<file path="config.mk">
export PLATFORM = sky130hd
export DESIGN_NAME = sphere_triangle_subdivider_unit
export DESIGN_NICKNAME = d
export VERILOG_FILES = /design/src/rtl/stsd_pkg.sv /design/src/rtl/stsd_mul.sv /design/src/rtl/stsd_seq.sv /design/src/rtl/sphere_triangle_subdivider_unit.sv
export SDC_FILE = /design/constraint.sdc
export NUM_CORES = 2
export LEC_CHECK = 0
export BUFFER_PORTS_ARGS = -buffer_cell sky130_fd_sc_hd__buf_2
export CORE_MARGIN = 5
export CORE_UTILIZATION = 33
export CTS_BUF_LIST = sky130_fd_sc_hd__clkbuf_4 sky130_fd_sc_hd__clkbuf_8 sky130_fd_sc_hd__clkbuf_16
export CTS_CLUSTER_DIAMETER = 100
export DETAILED_ROUTE_END_ITERATION = 16
export HOLD_SLACK_MARGIN = 0.1
export SLEW_MARGIN = 20
export SYNTH_ARGS = -nofsm -noshare
export SYNTH_HDL_FRONTEND = slang
export SYNTH_SLANG_ARGS = --single-unit
export TNS_END_PERCENT = 30
</file>
<file path="constraint.sdc">
create_clock -name clk -period 18.5 [get_ports clk]
set_input_delay 2.775 -clock clk [delete_from_list [all_inputs] [get_ports clk]]
set_output_delay 2.775 -clock clk [all_outputs]
set_load 0.005 [all_outputs]
</file>
<file path="src/rtl/stsd_pkg.sv">
// shared types and constants for the sphere triangle subdivider
`timescale 1ns / 1ps
package stsd_pkg;

  localparam int FRAC_BITS  = 14;
  localparam int COORD_W    = 16;
  localparam int IDX_W      = 16;
  localparam int CNT_W      = 15;
  localparam int SUM_W      = COORD_W + 1;
  localparam int LEN_W      = 2 * SUM_W;
  localparam int MUL_W      = LEN_W;
  localparam int PROD_W     = 2 * MUL_W;
  localparam int M_W        = FRAC_BITS + 1;
  localparam int T_W        = FRAC_BITS + 2;
  localparam int BIT_W      = $clog2(FRAC_BITS + 1);
  localparam int RHS_SHIFT  = 2 * FRAC_BITS + 2;
  localparam int NUM_MIDS   = 9;
  localparam int IN_DATA_W  = 192;
  localparam int OUT_DATA_W = 112;
  localparam int ADDR_W     = 3;
  localparam int APB_W      = 32;

  localparam logic [0:0] REG_FIRST = 1'b0;
  localparam logic [0:0] REG_COUNT = 1'b1;

  // positions: [vertex a,b,c][component x,y,z]
  typedef logic [2:0][2:0][COORD_W-1:0] tri_pos_t;
  typedef logic [NUM_MIDS-1:0][COORD_W-1:0] mids_t;

  typedef enum logic [2:0] {
    SQ_IDLE,
    SQ_LEN_MUL,
    SQ_LEN_ACC,
    SQ_ASQ_MUL,
    SQ_ASQ_TAKE,
    SQ_TSQ_MUL,
    SQ_TL_MUL,
    SQ_CMP
  } seq_state_t;

  typedef enum logic [1:0] {
    TOP_IDLE,
    TOP_CALC,
    TOP_EMIT
  } top_state_t;

endpackage

</file>
<file path="src/rtl/stsd_mul.sv">
// shared unsigned multiplier with registered product
`timescale 1ns / 1ps
module stsd_mul
  import stsd_pkg::*;
(
  input  logic              clk,
  input  logic [MUL_W-1:0]  op_a_i,
  input  logic [MUL_W-1:0]  op_b_i,
  output logic [PROD_W-1:0] prod_o
);

  logic [PROD_W-1:0] prod_r;

  always_ff @(posedge clk) begin
    prod_r <= PROD_W'(op_a_i) * PROD_W'(op_b_i);
  end

  assign prod_o = prod_r;

endmodule

</file>
<file path="src/rtl/stsd_seq.sv">
// sequencer for edge sums, lengths and bitwise normalization search
`timescale 1ns / 1ps
module stsd_seq
  import stsd_pkg::*;
(
  input  logic     clk,
  input  logic     rst_n,
  input  logic     start_i,
  input  tri_pos_t pos_i,
  output logic     done_o,
  output mids_t    mids_o
);

  seq_state_t        state_r, state_nxt;
  logic [1:0]        edge_r, edge_nxt;
  logic [1:0]        comp_r, comp_nxt;
  logic [BIT_W-1:0]  bit_r, bit_nxt;
  logic [M_W-1:0]    m_r, m_nxt;
  logic [LEN_W-1:0]  len_r, len_nxt;
  logic [PROD_W-1:0] rhs_r, rhs_nxt;
  mids_t             res_r, res_nxt;

  logic [1:0]        pv, qv;
  logic [SUM_W-1:0]  sum, mag;
  logic              neg;
  logic [M_W-1:0]    trial, m_fin;
  logic [T_W-1:0]    t_val;
  logic              fits;
  logic [3:0]        ridx;
  logic [COORD_W-1:0] m_ext;
  logic [MUL_W-1:0]  op_a, op_b;
  logic [PROD_W-1:0] prod;

  stsd_mul u_mul (
    .clk    (clk),
    .op_a_i (op_a),
    .op_b_i (op_b),
    .prod_o (prod)
  );

  // edge endpoints: ab, bc, ca
  always_comb begin
    unique case (edge_r)
      2'd0:    begin pv = 2'd0; qv = 2'd1; end
      2'd1:    begin pv = 2'd1; qv = 2'd2; end
      2'd2:    begin pv = 2'd2; qv = 2'd0; end
      default: begin pv = 2'd0; qv = 2'd1; end
    endcase
  end

  assign sum   = {pos_i[pv][comp_r][COORD_W-1], pos_i[pv][comp_r]}
               + {pos_i[qv][comp_r][COORD_W-1], pos_i[qv][comp_r]};
  assign neg   = sum[SUM_W-1];
  assign mag   = neg ? (SUM_W'(0) - sum) : sum;
  assign trial = m_r | (M_W'(1) << bit_r);
  assign t_val = {trial, 1'b0} - T_W'(1);
  // a zero component, including a zero-length sum, stays zero
  assign fits  = (mag != '0) && (prod <= rhs_r)
               && (trial <= (M_W'(1) << FRAC_BITS));
  assign m_fin = fits ? trial : m_r;
  assign m_ext = COORD_W'(m_fin);
  assign ridx  = 4'(edge_r) * 4'd3 + 4'(comp_r);

  always_comb begin
    state_nxt = state_r;
    edge_nxt  = edge_r;
    comp_nxt  = comp_r;
    bit_nxt   = bit_r;
    m_nxt     = m_r;
    len_nxt   = len_r;
    rhs_nxt   = rhs_r;
    res_nxt   = res_r;
    op_a      = '0;
    op_b      = '0;
    done_o    = 1'b0;
    unique case (state_r)
      SQ_IDLE: begin
        if (start_i) begin
          edge_nxt  = 2'd0;
          comp_nxt  = 2'd0;
          len_nxt   = '0;
          state_nxt = SQ_LEN_MUL;
        end
      end
      SQ_LEN_MUL: begin
        op_a      = MUL_W'(mag);
        op_b      = MUL_W'(mag);
        state_nxt = SQ_LEN_ACC;
      end
      SQ_LEN_ACC: begin
        len_nxt = len_r + prod[LEN_W-1:0];
        if (comp_r == 2'd2) begin
          comp_nxt  = 2'd0;
          state_nxt = SQ_ASQ_MUL;
        end else begin
          comp_nxt  = comp_r + 2'd1;
          state_nxt = SQ_LEN_MUL;
        end
      end
      SQ_ASQ_MUL: begin
        op_a      = MUL_W'(mag);
        op_b      = MUL_W'(mag);
        state_nxt = SQ_ASQ_TAKE;
      end
      SQ_ASQ_TAKE: begin
        rhs_nxt   = prod << RHS_SHIFT;
        m_nxt     = '0;
        bit_nxt   = BIT_W'(FRAC_BITS);
        state_nxt = SQ_TSQ_MUL;
      end
      SQ_TSQ_MUL: begin
        op_a      = MUL_W'(t_val);
        op_b      = MUL_W'(t_val);
        state_nxt = SQ_TL_MUL;
      end
      SQ_TL_MUL: begin
        op_a      = MUL_W'(prod[2*T_W-1:0]);
        op_b      = MUL_W'(len_r);
        state_nxt = SQ_CMP;
      end
      SQ_CMP: begin
        m_nxt = m_fin;
        if (bit_r == '0) begin
          res_nxt[ridx] = neg ? (COORD_W'(0) - m_ext) : m_ext;
          if (comp_r == 2'd2) begin
            comp_nxt = 2'd0;
            if (edge_r == 2'd2) begin
              done_o    = 1'b1;
              state_nxt = SQ_IDLE;
            end else begin
              edge_nxt  = edge_r + 2'd1;
              len_nxt   = '0;
              state_nxt = SQ_LEN_MUL;
            end
          end else begin
            comp_nxt  = comp_r + 2'd1;
            state_nxt = SQ_ASQ_MUL;
          end
        end else begin
          bit_nxt   = bit_r - BIT_W'(1);
          state_nxt = SQ_TSQ_MUL;
        end
      end
      default: state_nxt = SQ_IDLE;
    endcase
  end

  always_ff @(posedge clk) begin
    if (!rst_n) begin
      state_r <= SQ_IDLE;
    end else begin
      state_r <= state_nxt;
    end
    edge_r <= edge_nxt;
    comp_r <= comp_nxt;
    bit_r  <= bit_nxt;
    m_r    <= m_nxt;
    len_r  <= len_nxt;
    rhs_r  <= rhs_nxt;
    res_r  <= res_nxt;
  end

  assign mids_o = res_r;

endmodule

</file>
<file path="src/rtl/sphere_triangle_subdivider_unit.sv">
// top level of the sphere triangle subdivider
`timescale 1ns / 1ps
// usage:
// one request on the in_ stream is one triangle: three corner indices and
// three positions in signed q1.14. for each triangle the block sends four
// requests on the out_ stream: the triangles (a,ab,ca), (b,bc,ab), (bc,c,ca)
// and (ab,bc,ca). the first three also carry a new normalized midpoint and
// its index (out_tuser[0] set); the fourth has out_tlast set, and
// out_tuser[1] set when it ends the pass of triangle_count triangles.
// all nine midpoint components go through one shared multiplier: per edge
// the squared length is summed over the components, then per component
// SQ_ASQ_MUL and SQ_ASQ_TAKE set up 15 search steps of SQ_TSQ_MUL, SQ_TL_MUL, SQ_CMP.
// a new triangle is accepted only after all four results of the last one are
// taken; in_tready is high only while the block is idle.
// a stalled result is held until taken; an apb register write changes its new indices.
// reset: first_new_vertex 12, triangle_count 20, new pass started.
// a register write over the apb port also starts a new pass.
module sphere_triangle_subdivider_unit
  import stsd_pkg::*;
(
  input  logic                  clk,
  input  logic                  rst_n,
  input  logic                  in_tvalid,
  output logic                  in_tready,
  // corner_a, corner_b, corner_c, a_x, a_y, a_z, b_x, b_y, b_z, c_x, c_y, c_z
  input  logic [IN_DATA_W-1:0]  in_tdata,
  output logic                  out_tvalid,
  input  logic                  out_tready,
  // tri_first, tri_second, tri_third, vertex_index, vertex_x, vertex_y, vertex_z
  output logic [OUT_DATA_W-1:0] out_tdata,
  // vertex_valid, pass_done
  output logic [1:0]            out_tuser,
  output logic                  out_tlast,
  input  logic                  cfg_psel,
  input  logic                  cfg_penable,
  input  logic                  cfg_pwrite,
  input  logic [ADDR_W-1:0]     cfg_paddr,
  input  logic [APB_W-1:0]      cfg_pwdata,
  output logic [APB_W-1:0]      cfg_prdata,
  output logic                  cfg_pready
);

  top_state_t         state_r, state_nxt;
  logic [1:0]         k_r, k_nxt;
  logic [IDX_W-1:0]   first_r, nv_r;
  logic [CNT_W-1:0]   count_r, tdone_r;
  logic [IDX_W-1:0]   ia_r, ib_r, ic_r;
  tri_pos_t           pos_r;
  logic               in_acc, out_acc, cfg_wr, seq_done, pass_end;
  mids_t              mids;
  logic [IDX_W-1:0]   iab, ibc, ica;
  logic [CNT_W-1:0]   tdone_inc;
  tri_pos_t           in_pos;

  assign in_acc     = in_tvalid && in_tready;
  assign out_acc    = out_tvalid && out_tready;
  assign cfg_pready = 1'b1;
  assign cfg_wr     = cfg_psel && cfg_penable && cfg_pwrite && cfg_pready;
  assign in_tready  = (state_r == TOP_IDLE);
  assign out_tvalid = (state_r == TOP_EMIT);

  always_comb begin
    for (int v = 0; v < 3; v++) begin
      for (int c = 0; c < 3; c++) begin
        in_pos[v][c] = in_tdata[3*IDX_W + COORD_W*(3*v + c) +: COORD_W];
      end
    end
  end

  stsd_seq u_seq (
    .clk     (clk),
    .rst_n   (rst_n),
    .start_i (in_acc),
    .pos_i   (pos_r),
    .done_o  (seq_done),
    .mids_o  (mids)
  );

  assign iab       = nv_r;
  assign ibc       = nv_r + IDX_W'(1);
  assign ica       = nv_r + IDX_W'(2);
  assign tdone_inc = tdone_r + CNT_W'(1);
  assign pass_end  = (tdone_inc == count_r);

  always_comb begin
    out_tuser = 2'b00;
    out_tlast = 1'b0;
    unique case (k_r)
      2'd0: begin
        out_tdata = {mids[2], mids[1], mids[0], iab, ica, iab, ia_r};
        out_tuser = 2'b01;
      end
      2'd1: begin
        out_tdata = {mids[5], mids[4], mids[3], ibc, iab, ibc, ib_r};
        out_tuser = 2'b01;
      end
      2'd2: begin
        out_tdata = {mids[8], mids[7], mids[6], ica, ica, ic_r, ibc};
        out_tuser = 2'b01;
      end
      default: begin
        out_tdata = {(4*COORD_W)'(0), ica, ibc, iab};
        out_tuser = {pass_end, 1'b0};
        out_tlast = 1'b1;
      end
    endcase
  end

  always_comb begin
    state_nxt = state_r;
    k_nxt     = k_r;
    unique case (state_r)
      TOP_IDLE: if (in_acc) state_nxt = TOP_CALC;
      TOP_CALC: begin
        if (seq_done) begin
          state_nxt = TOP_EMIT;
          k_nxt     = 2'd0;
        end
      end
      TOP_EMIT: begin
        if (out_acc) begin
          k_nxt = k_r + 2'd1;
          if (k_r == 2'd3) state_nxt = TOP_IDLE;
        end
      end
      default: state_nxt = TOP_IDLE;
    endcase
  end

  always_ff @(posedge clk) begin
    if (!rst_n) begin
      state_r <= TOP_IDLE;
      k_r     <= 2'd0;
      first_r <= IDX_W'(12);
      count_r <= CNT_W'(20);
      nv_r    <= IDX_W'(12);
      tdone_r <= '0;
    end else begin
      state_r <= state_nxt;
      k_r     <= k_nxt;
      if (cfg_wr) begin
        unique case (cfg_paddr[2])
          REG_FIRST: begin
            first_r <= cfg_pwdata[IDX_W-1:0];
            nv_r    <= cfg_pwdata[IDX_W-1:0];
          end
          REG_COUNT: begin
            count_r <= cfg_pwdata[CNT_W-1:0];
            nv_r    <= first_r;
          end
          default: ;
        endcase
        tdone_r <= '0;
      end else if (out_acc && k_r == 2'd3) begin
        if (pass_end) begin
          tdone_r <= '0;
          nv_r    <= first_r;
        end else begin
          tdone_r <= tdone_inc;
          nv_r    <= nv_r + IDX_W'(3);
        end
      end
    end
    if (in_acc) begin
      ia_r  <= in_tdata[IDX_W-1:0];
      ib_r  <= in_tdata[2*IDX_W-1:IDX_W];
      ic_r  <= in_tdata[3*IDX_W-1:2*IDX_W];
      pos_r <= in_pos;
    end
  end

  always_comb begin
    unique case (cfg_paddr[2])
      REG_FIRST: cfg_prdata = APB_W'(first_r);
      REG_COUNT: cfg_prdata = APB_W'(count_r);
      default:   cfg_prdata = '0;
    endcase
  end

  a_no_overlap: assert property (@(posedge clk) disable iff (!rst_n)
    !(in_tready && out_tvalid))
    else $error("input and output open at once");

  a_done_in_calc: assert property (@(posedge clk) disable iff (!rst_n)
    seq_done |-> state_r == TOP_CALC)
    else $error("sequencer finished outside calc");

  a_emit_order: assert property (@(posedge clk) disable iff (!rst_n)
    $rose(out_tvalid) |-> k_r == 2'd0)
    else $error("results do not start with first triangle");

  a_count_bound: assert property (@(posedge clk) disable iff (!rst_n)
    (out_acc && k_r == 2'd3 && !cfg_wr && pass_end) |=> tdone_r == '0)
    else $error("pass counter not cleared at pass end");

endmodule
</file>
Word level (Yosys, flattened, before mapping):

Index checks and enable logic that the tools add are counted.

* flip-flop bits (word level): 568
* ROM bits: 0
* memories kept: 0
* word-level logic and storage cells: 178
* bits of input ports: 234
* memory bits (writable): 0
* bits in latches: 0
* output and inout bits: 150

* shift operators: 1
* divide/modulo/power cells: 0
* muxes and demuxes: 61
* order comparisons: 7
* $mul: 2
* $add $sub $neg: 14
* reduce and logical (&&, ||, !) cells: 30
* bitwise gates (word level): 3
* eq/ne operators: 25

Operators by type and width (count)
* case mux 112 bit (3 select lines): 1
* case mux 34 bit (3 select lines): 2
* binary-select mux 48 bit (select 2 bit): 2
* bitwise mux 144 bit: 1
* two-way mux 34 bit: 4
* two-way mux 16 bit: 7
* two-way mux 48 bit: 2
* case mux 32 bit (3 select lines): 1
* <= comparator 68 bit: 1
* multiplier 32 x 34 -> 66 bit: 1
* binary-select mux 16 bit (select 2 bit): 2
* demux 16 bit (select 4 bit): 1
* case mux 32 bit (2 select lines): 1
* adder 34 bit: 1
* adder 16 x 2 -> 16 bit (second input constant): 2
* case mux 16 bit (2 select lines): 1
* two-way mux 15 bit: 2
* two-way mux 2 bit: 15
* case mux 15 bit (2 select lines): 1
* case mux 3 bit (8 select lines): 1
* adder 16 x 16 -> 17 bit: 1
* two-way mux 17 bit: 1
* nonzero test 17 bit: 1
* subtractor 1 x 17 -> 17 bit (first input constant): 1
* other kinds (41): 90

Longest topological paths before layout:

* depth in word-level cells: 16
* depth in mapped cells: 52
* depth with buffers taken out: 48

Hierarchy:

A second synthesis with hierarchy kept.

* cells, all modules: 6910
* area, all modules: 67181.9 µm²

By module, submodules not included
* stsd_mul: times used 1, cells each 4234, area each 38444.4 µm²
* stsd_seq: times used 1, cells each 1483, area each 16081.7 µm²
* sphere_triangle_subdivider_unit: times used 1, cells each 1193, area each 12655.9 µm²

Least setup slack after synthesis:

OpenSTA, ideal clock, no wires.

* kind: reg-to-reg
* from: register u_seq.edge_r[1]
* to: register u_seq.u_mul.prod_r[57], in the netlist u_seq.u_mul.prod_o[57]
* cell stages (with the launch flop): 49
* data arrival time: 12884 ps
* slack: 5544 ps
* cell sequence: edfxtp_1 > inv_1 > ha_1 > buf_1 > clkbuf_1 > clkbuf_1 > nor2_1 > a21oi_1 > o22ai_1 > ha_1 > fa_1 > xor2_1 > nor3_1 > o221ai_1 > nor3_2 > nand3_1 > o41ai_1 > xor2_1 > [... 13 more ...] > inv_1 > fa_1 > fa_1 > fa_1 > ha_1 > a21o_1 > a21o_1 > a2111oi_0 > nor3b_1 > a211oi_1 > o21ai_0 > a31oi_1 > o41ai_1 > o41a_1 > a21o_1 > a21o_1 > a21oi_1 > xnor2_1

* longest elaborated chain between the ends: 11
* elaborated cells between the ends (all ways): 18
* classes of those cells: 2 x add/sub; 1 x mul; 2 x eq/ne; 13 x mux

RTL lines
* start, declared: RTL line stsd_seq.sv:15 `logic [1:0] edge_r, edge_nxt;`
* start signal, assigned: RTL line stsd_seq.sv:154 `edge_r <= edge_nxt;`
* == test 2 bit / == test 2 x 1 -> 1 bit (equally long branches): RTL line stsd_seq.sv:43 `unique case (edge_r)`
* case mux 2 bit (2 select lines): RTL line stsd_seq.sv:43
* binary-select mux 48 bit (select 2 bit), on equally long branches: RTL line stsd_seq.sv:51, stsd_seq.sv:52
* two-way mux 48 bit, on equally long branches: RTL line stsd_seq.sv:51, stsd_seq.sv:52
* binary-select mux 16 bit (select 2 bit), on equally long branches: RTL line stsd_seq.sv:51, stsd_seq.sv:52
* two-way mux 16 bit, on equally long branches: RTL line stsd_seq.sv:51, stsd_seq.sv:52
* adder 16 x 16 -> 17 bit *: RTL line stsd_seq.sv:52 `+ {pos_i[qv][comp_r][COORD_W-1], pos_i[qv][comp_r]};`
* subtractor 1 x 17 -> 17 bit: RTL line stsd_seq.sv:54 `assign mag = neg ? (SUM_W'(0) - sum) : sum;`
* two-way mux 17 bit *: RTL line stsd_seq.sv:54
* case mux 32 bit (3 select lines) / case mux 34 bit (3 select lines) (equally long branches): RTL line stsd_seq.sv:76 `unique case (state_r)`
* multiplier 32 x 34 -> 66 bit *: RTL line stsd_mul.sv:15 `prod_r <= PROD_W'(op_a_i) * PROD_W'(op_b_i);`
* end signal, assigned: RTL line stsd_mul.sv:15
* end, declared: RTL line stsd_mul.sv:12 `logic [PROD_W-1:0] prod_r;`

Every way passes the cells marked *; elsewhere a longest branch is shown, timed or not. The select of a mux whose other input is x is not followed.
A chain may end at the register's enable or synchronous reset.

Worst setup path after layout:

Ends and elaborated chain as after synthesis.

==> results.md <==
- Gpl congestion: 0.9324
- Post-CTS setup buffer count: 0
- CP startpoint kind: flop
- Number of synthesized flops with an enable pin: 431
- Critical Path AT: 16.08 ns
- RSZ-0062 raised after global routing: no
- Clock latency on the worst-skew pair: 0.65 ns
- Hold Buf Count CTS: 0
- Synth cell types: 88
- Synth area leaders: fa_1 (30%), edfxtp_1 (20%), ha_1 (7.4%), inv_1 (6.4%), nand2_1 (5.3%)
- Leakage: 32.35 nW
- Crit-path max FO: 40
- WHS Path Cells: 0
- Max clock buf depth: 3
- Setup tns final: 0 ns
- Vias/cell: 5.298
- CTS tree: yes
- Area of placed instances: 68150 um2
- Largest net degree at the start of global routing: 79
- Die ar.: 201500 um2
- Share of the synthesized area in the top cell type: 0.3024
- First-pass GRT wire length: 312300 um
- Grt total ovfl: 0
- Crit. End Element: flop
- Drt drc: 0
- Final cell count without fillers: 9445
- VDD IR max: 81.08 uV
- Final core utilization: 0.3656
- Max incr delay on CP: 0.80 ns
- Die height: 448.9 um
- # fillers: 19205
- Yosys warns: 0
- Netlist Area Pre-Place: 63550 um2
- Clock-pin slew on the worst setup and hold paths: 0.07 ns
- Fraction of registers with async set/reset: 0
- Cell row count: 161
- Starting DRT DRC Count: 4422
- Yosys reg bits: 566
- Tcrit/Tclk final: 0.8385
- Ports: 384
- Initial antenna violation count: 15
- Nets: 8427
- Slew @ Worst Pin: 1.201 ns
- Area Overhead vs Synth: 10.42%
- Cell mode on critical path: fa_1
- Avg WL per Cell: 21.75 um
- IO Port Bufs: 348
- Dpl cells: 9324
- Post-CTS Resized: 0
- Post-DP HPWL: 157000 um
- Syn Inst Count: 6699
- Worst path required time: 19.07 ns
- Status: complete, no violations
- Fraction of the yosys area taken by sequential cells: 0.2462
- Vias: 50039
- Total GRT Usage: 0.1994
- Predominant post-synthesis flop cell: edfxtp_1
- Final Max Tran Viols: 0
- Setup violators final: 0
- Number of global-route vias before repair: 51233
- HP Class: reg2reg
- Min Tclk post-route: 15.51 ns
- Slowest stage cell, crit path: a21o_1
- Fmax: 0.06447 GHz
- Pre-antenna DRT Iters: 6
- Layout cells sized above 1: 0.1006
- Initial Util: 0.3311
- Final instance area: 70180 um2
- Core area: 192000 um2
- Count leader, synth: inv_1
- Synth area leader: fa_1
- Pwr per Cell Area: 58.23 nW/um2
- Overall Power: 4.087 mW
- CP Class: reg2reg
- ANT nets after route: 0
- R2R cell count: 44
- Clock skew: 0.04147 ns
- Commonest cells in the netlist: inv_1 (1091), fa_1 (960), nand2_1 (893)
- Clock sink total: 566
- H-tree Lvls: 2
- DIE WIDTH: 448.9 um
- Stages on worst setup path: 44
- Slew HR: 0.1991
- Worst Path Buf+Inv: 7
- Clock Tree Root: clkbuf_16
- Syn avg cell area: 9.487 um2
- Final Hold Fails: 0
- Max cap viols: 0
- Drt total wl: 205400 um
- Delay-heaviest family, CP: compound AO/OA/AOI/OAI gates
- Num CTS Buffers: 58
-- layout by cell type (no fill, tap or decap), types with 33 or more instances in the layout --
cell,synthesis,layout
nor2_1,708,704
clkbuf_16,0,61
o21ai_0,132,132
mux2i_1,81,81
a21oi_1,279,258
buf_2,4,348
edfxtp_1,431,431
and3_1,98,98
nor3_1,47,45
and2_1,49,50
a222oi_1,50,50
xnor2_1,113,112
a21boi_0,35,35
inv_1,1091,1091
ha_1,375,369
a211oi_1,38,36
o22ai_1,64,64
dfxtp_1,135,135
nand3_1,78,78
fa_1,960,960
a221oi_1,34,34
xor2_1,55,55
a31oi_1,33,33
a21o_1,107,107
nand2_1,893,893
buf_4,18,131
-- stage by stage --
step	worst slack [ns]	hold slack [ns]
after global routing	2.183	0.4907
after detailed placement	3.325	0.4363
after global placement	3.446	0.4506
after floorplan	5.544	0.4148
after CTS	3.266	0.4734
final	2.989	0.4744
-- cell type report --
| cell class | count | area [um2] | share of cell area |
|---|---|---|---|
| clock buffers | 79 | 1699 | 0.02421 |
| clock inverters | 29 | 274.0 | 0.003904 |
| inverters | 1092 | 4099 | 0.05841 |
| diodes | 13 | 32.53 | 0.0004635 |
| multi-input cells | 4660 | 42530 | 0.6060 |
| flip-flops and latches | 566 | 15650 | 0.2229 |
| well taps | 2526 | 3161 | 0.04503 |
| repair buffers | 480 | 2740 | 0.03904 |
-- layer usage --
metal | global-route usage | up-vias | part of all wire
li1 | - | 21998 | -
met1 | 0.2662 | 25557 | 0.41
met2 | 0.3249 | 2071 | 0.46
met3 | 0.03428 | 411 | 0.083
met4 | 0.07566 | 2 | 0.046
met5 | 0 | - | 0.000063
-- state kept, by name, indices dropped and copies added (netlist names) --
signal              count
pos_r                 144
u_seq.mids_o          144
u_seq.u_mul.prod_o     66
u_seq.rhs_r            38
u_seq.len_r            34
first_r                16
ia_r                   16
iab                    16
ib_r                   16
ic_r                   16
count_r                15
tdone_r                15
u_seq.m_r              15
u_seq.bit_r             4
u_seq.state_r           3
k_r                     2
state_r                 2
u_seq.comp_r            2
u_seq.edge_r            2
-- logic make-up after synthesis --
| kind of cell | share of synthesized area |
|---|---|
| adder cells (fa/ha/maj) | 0.3762 |
| multiplexers | 0.02605 |
| flip-flops | 0.2462 |
| buffers and inverters | 0.08928 |
| AO/OA/AOI/OAI | 0.1021 |
| XOR/XNOR | 0.02315 |
| AND/OR/NAND/NOR | 0.1369 |
| other | 0.0001182 |
-- report_power, final --
group	internal (mW)	total [mW]	leakage [nW]	switching, mW
sequential	1.47	1.55	5.11	0.0754
clock	0.690	1.21	0.988	0.524
combinational	0.400	1.33	26.2	0.926
-- worst paths after layout --
| check | start | end | slack, ns |
|---|---|---|---|
| worst max register to register | u_seq.edge_r[1] | u_seq.u_mul.prod_o[57] | 2.99 |
| worst max-delay path | u_seq.edge_r[1] | u_seq.u_mul.prod_o[57] | 2.99 |
| worst min register to register | u_seq.u_mul.prod_o[35] | u_seq.rhs_r[65] | 0.47 |
| worst min-delay path | u_seq.u_mul.prod_o[35] | u_seq.rhs_r[65] | 0.47 |
Power figures use the tool's default switching activity.
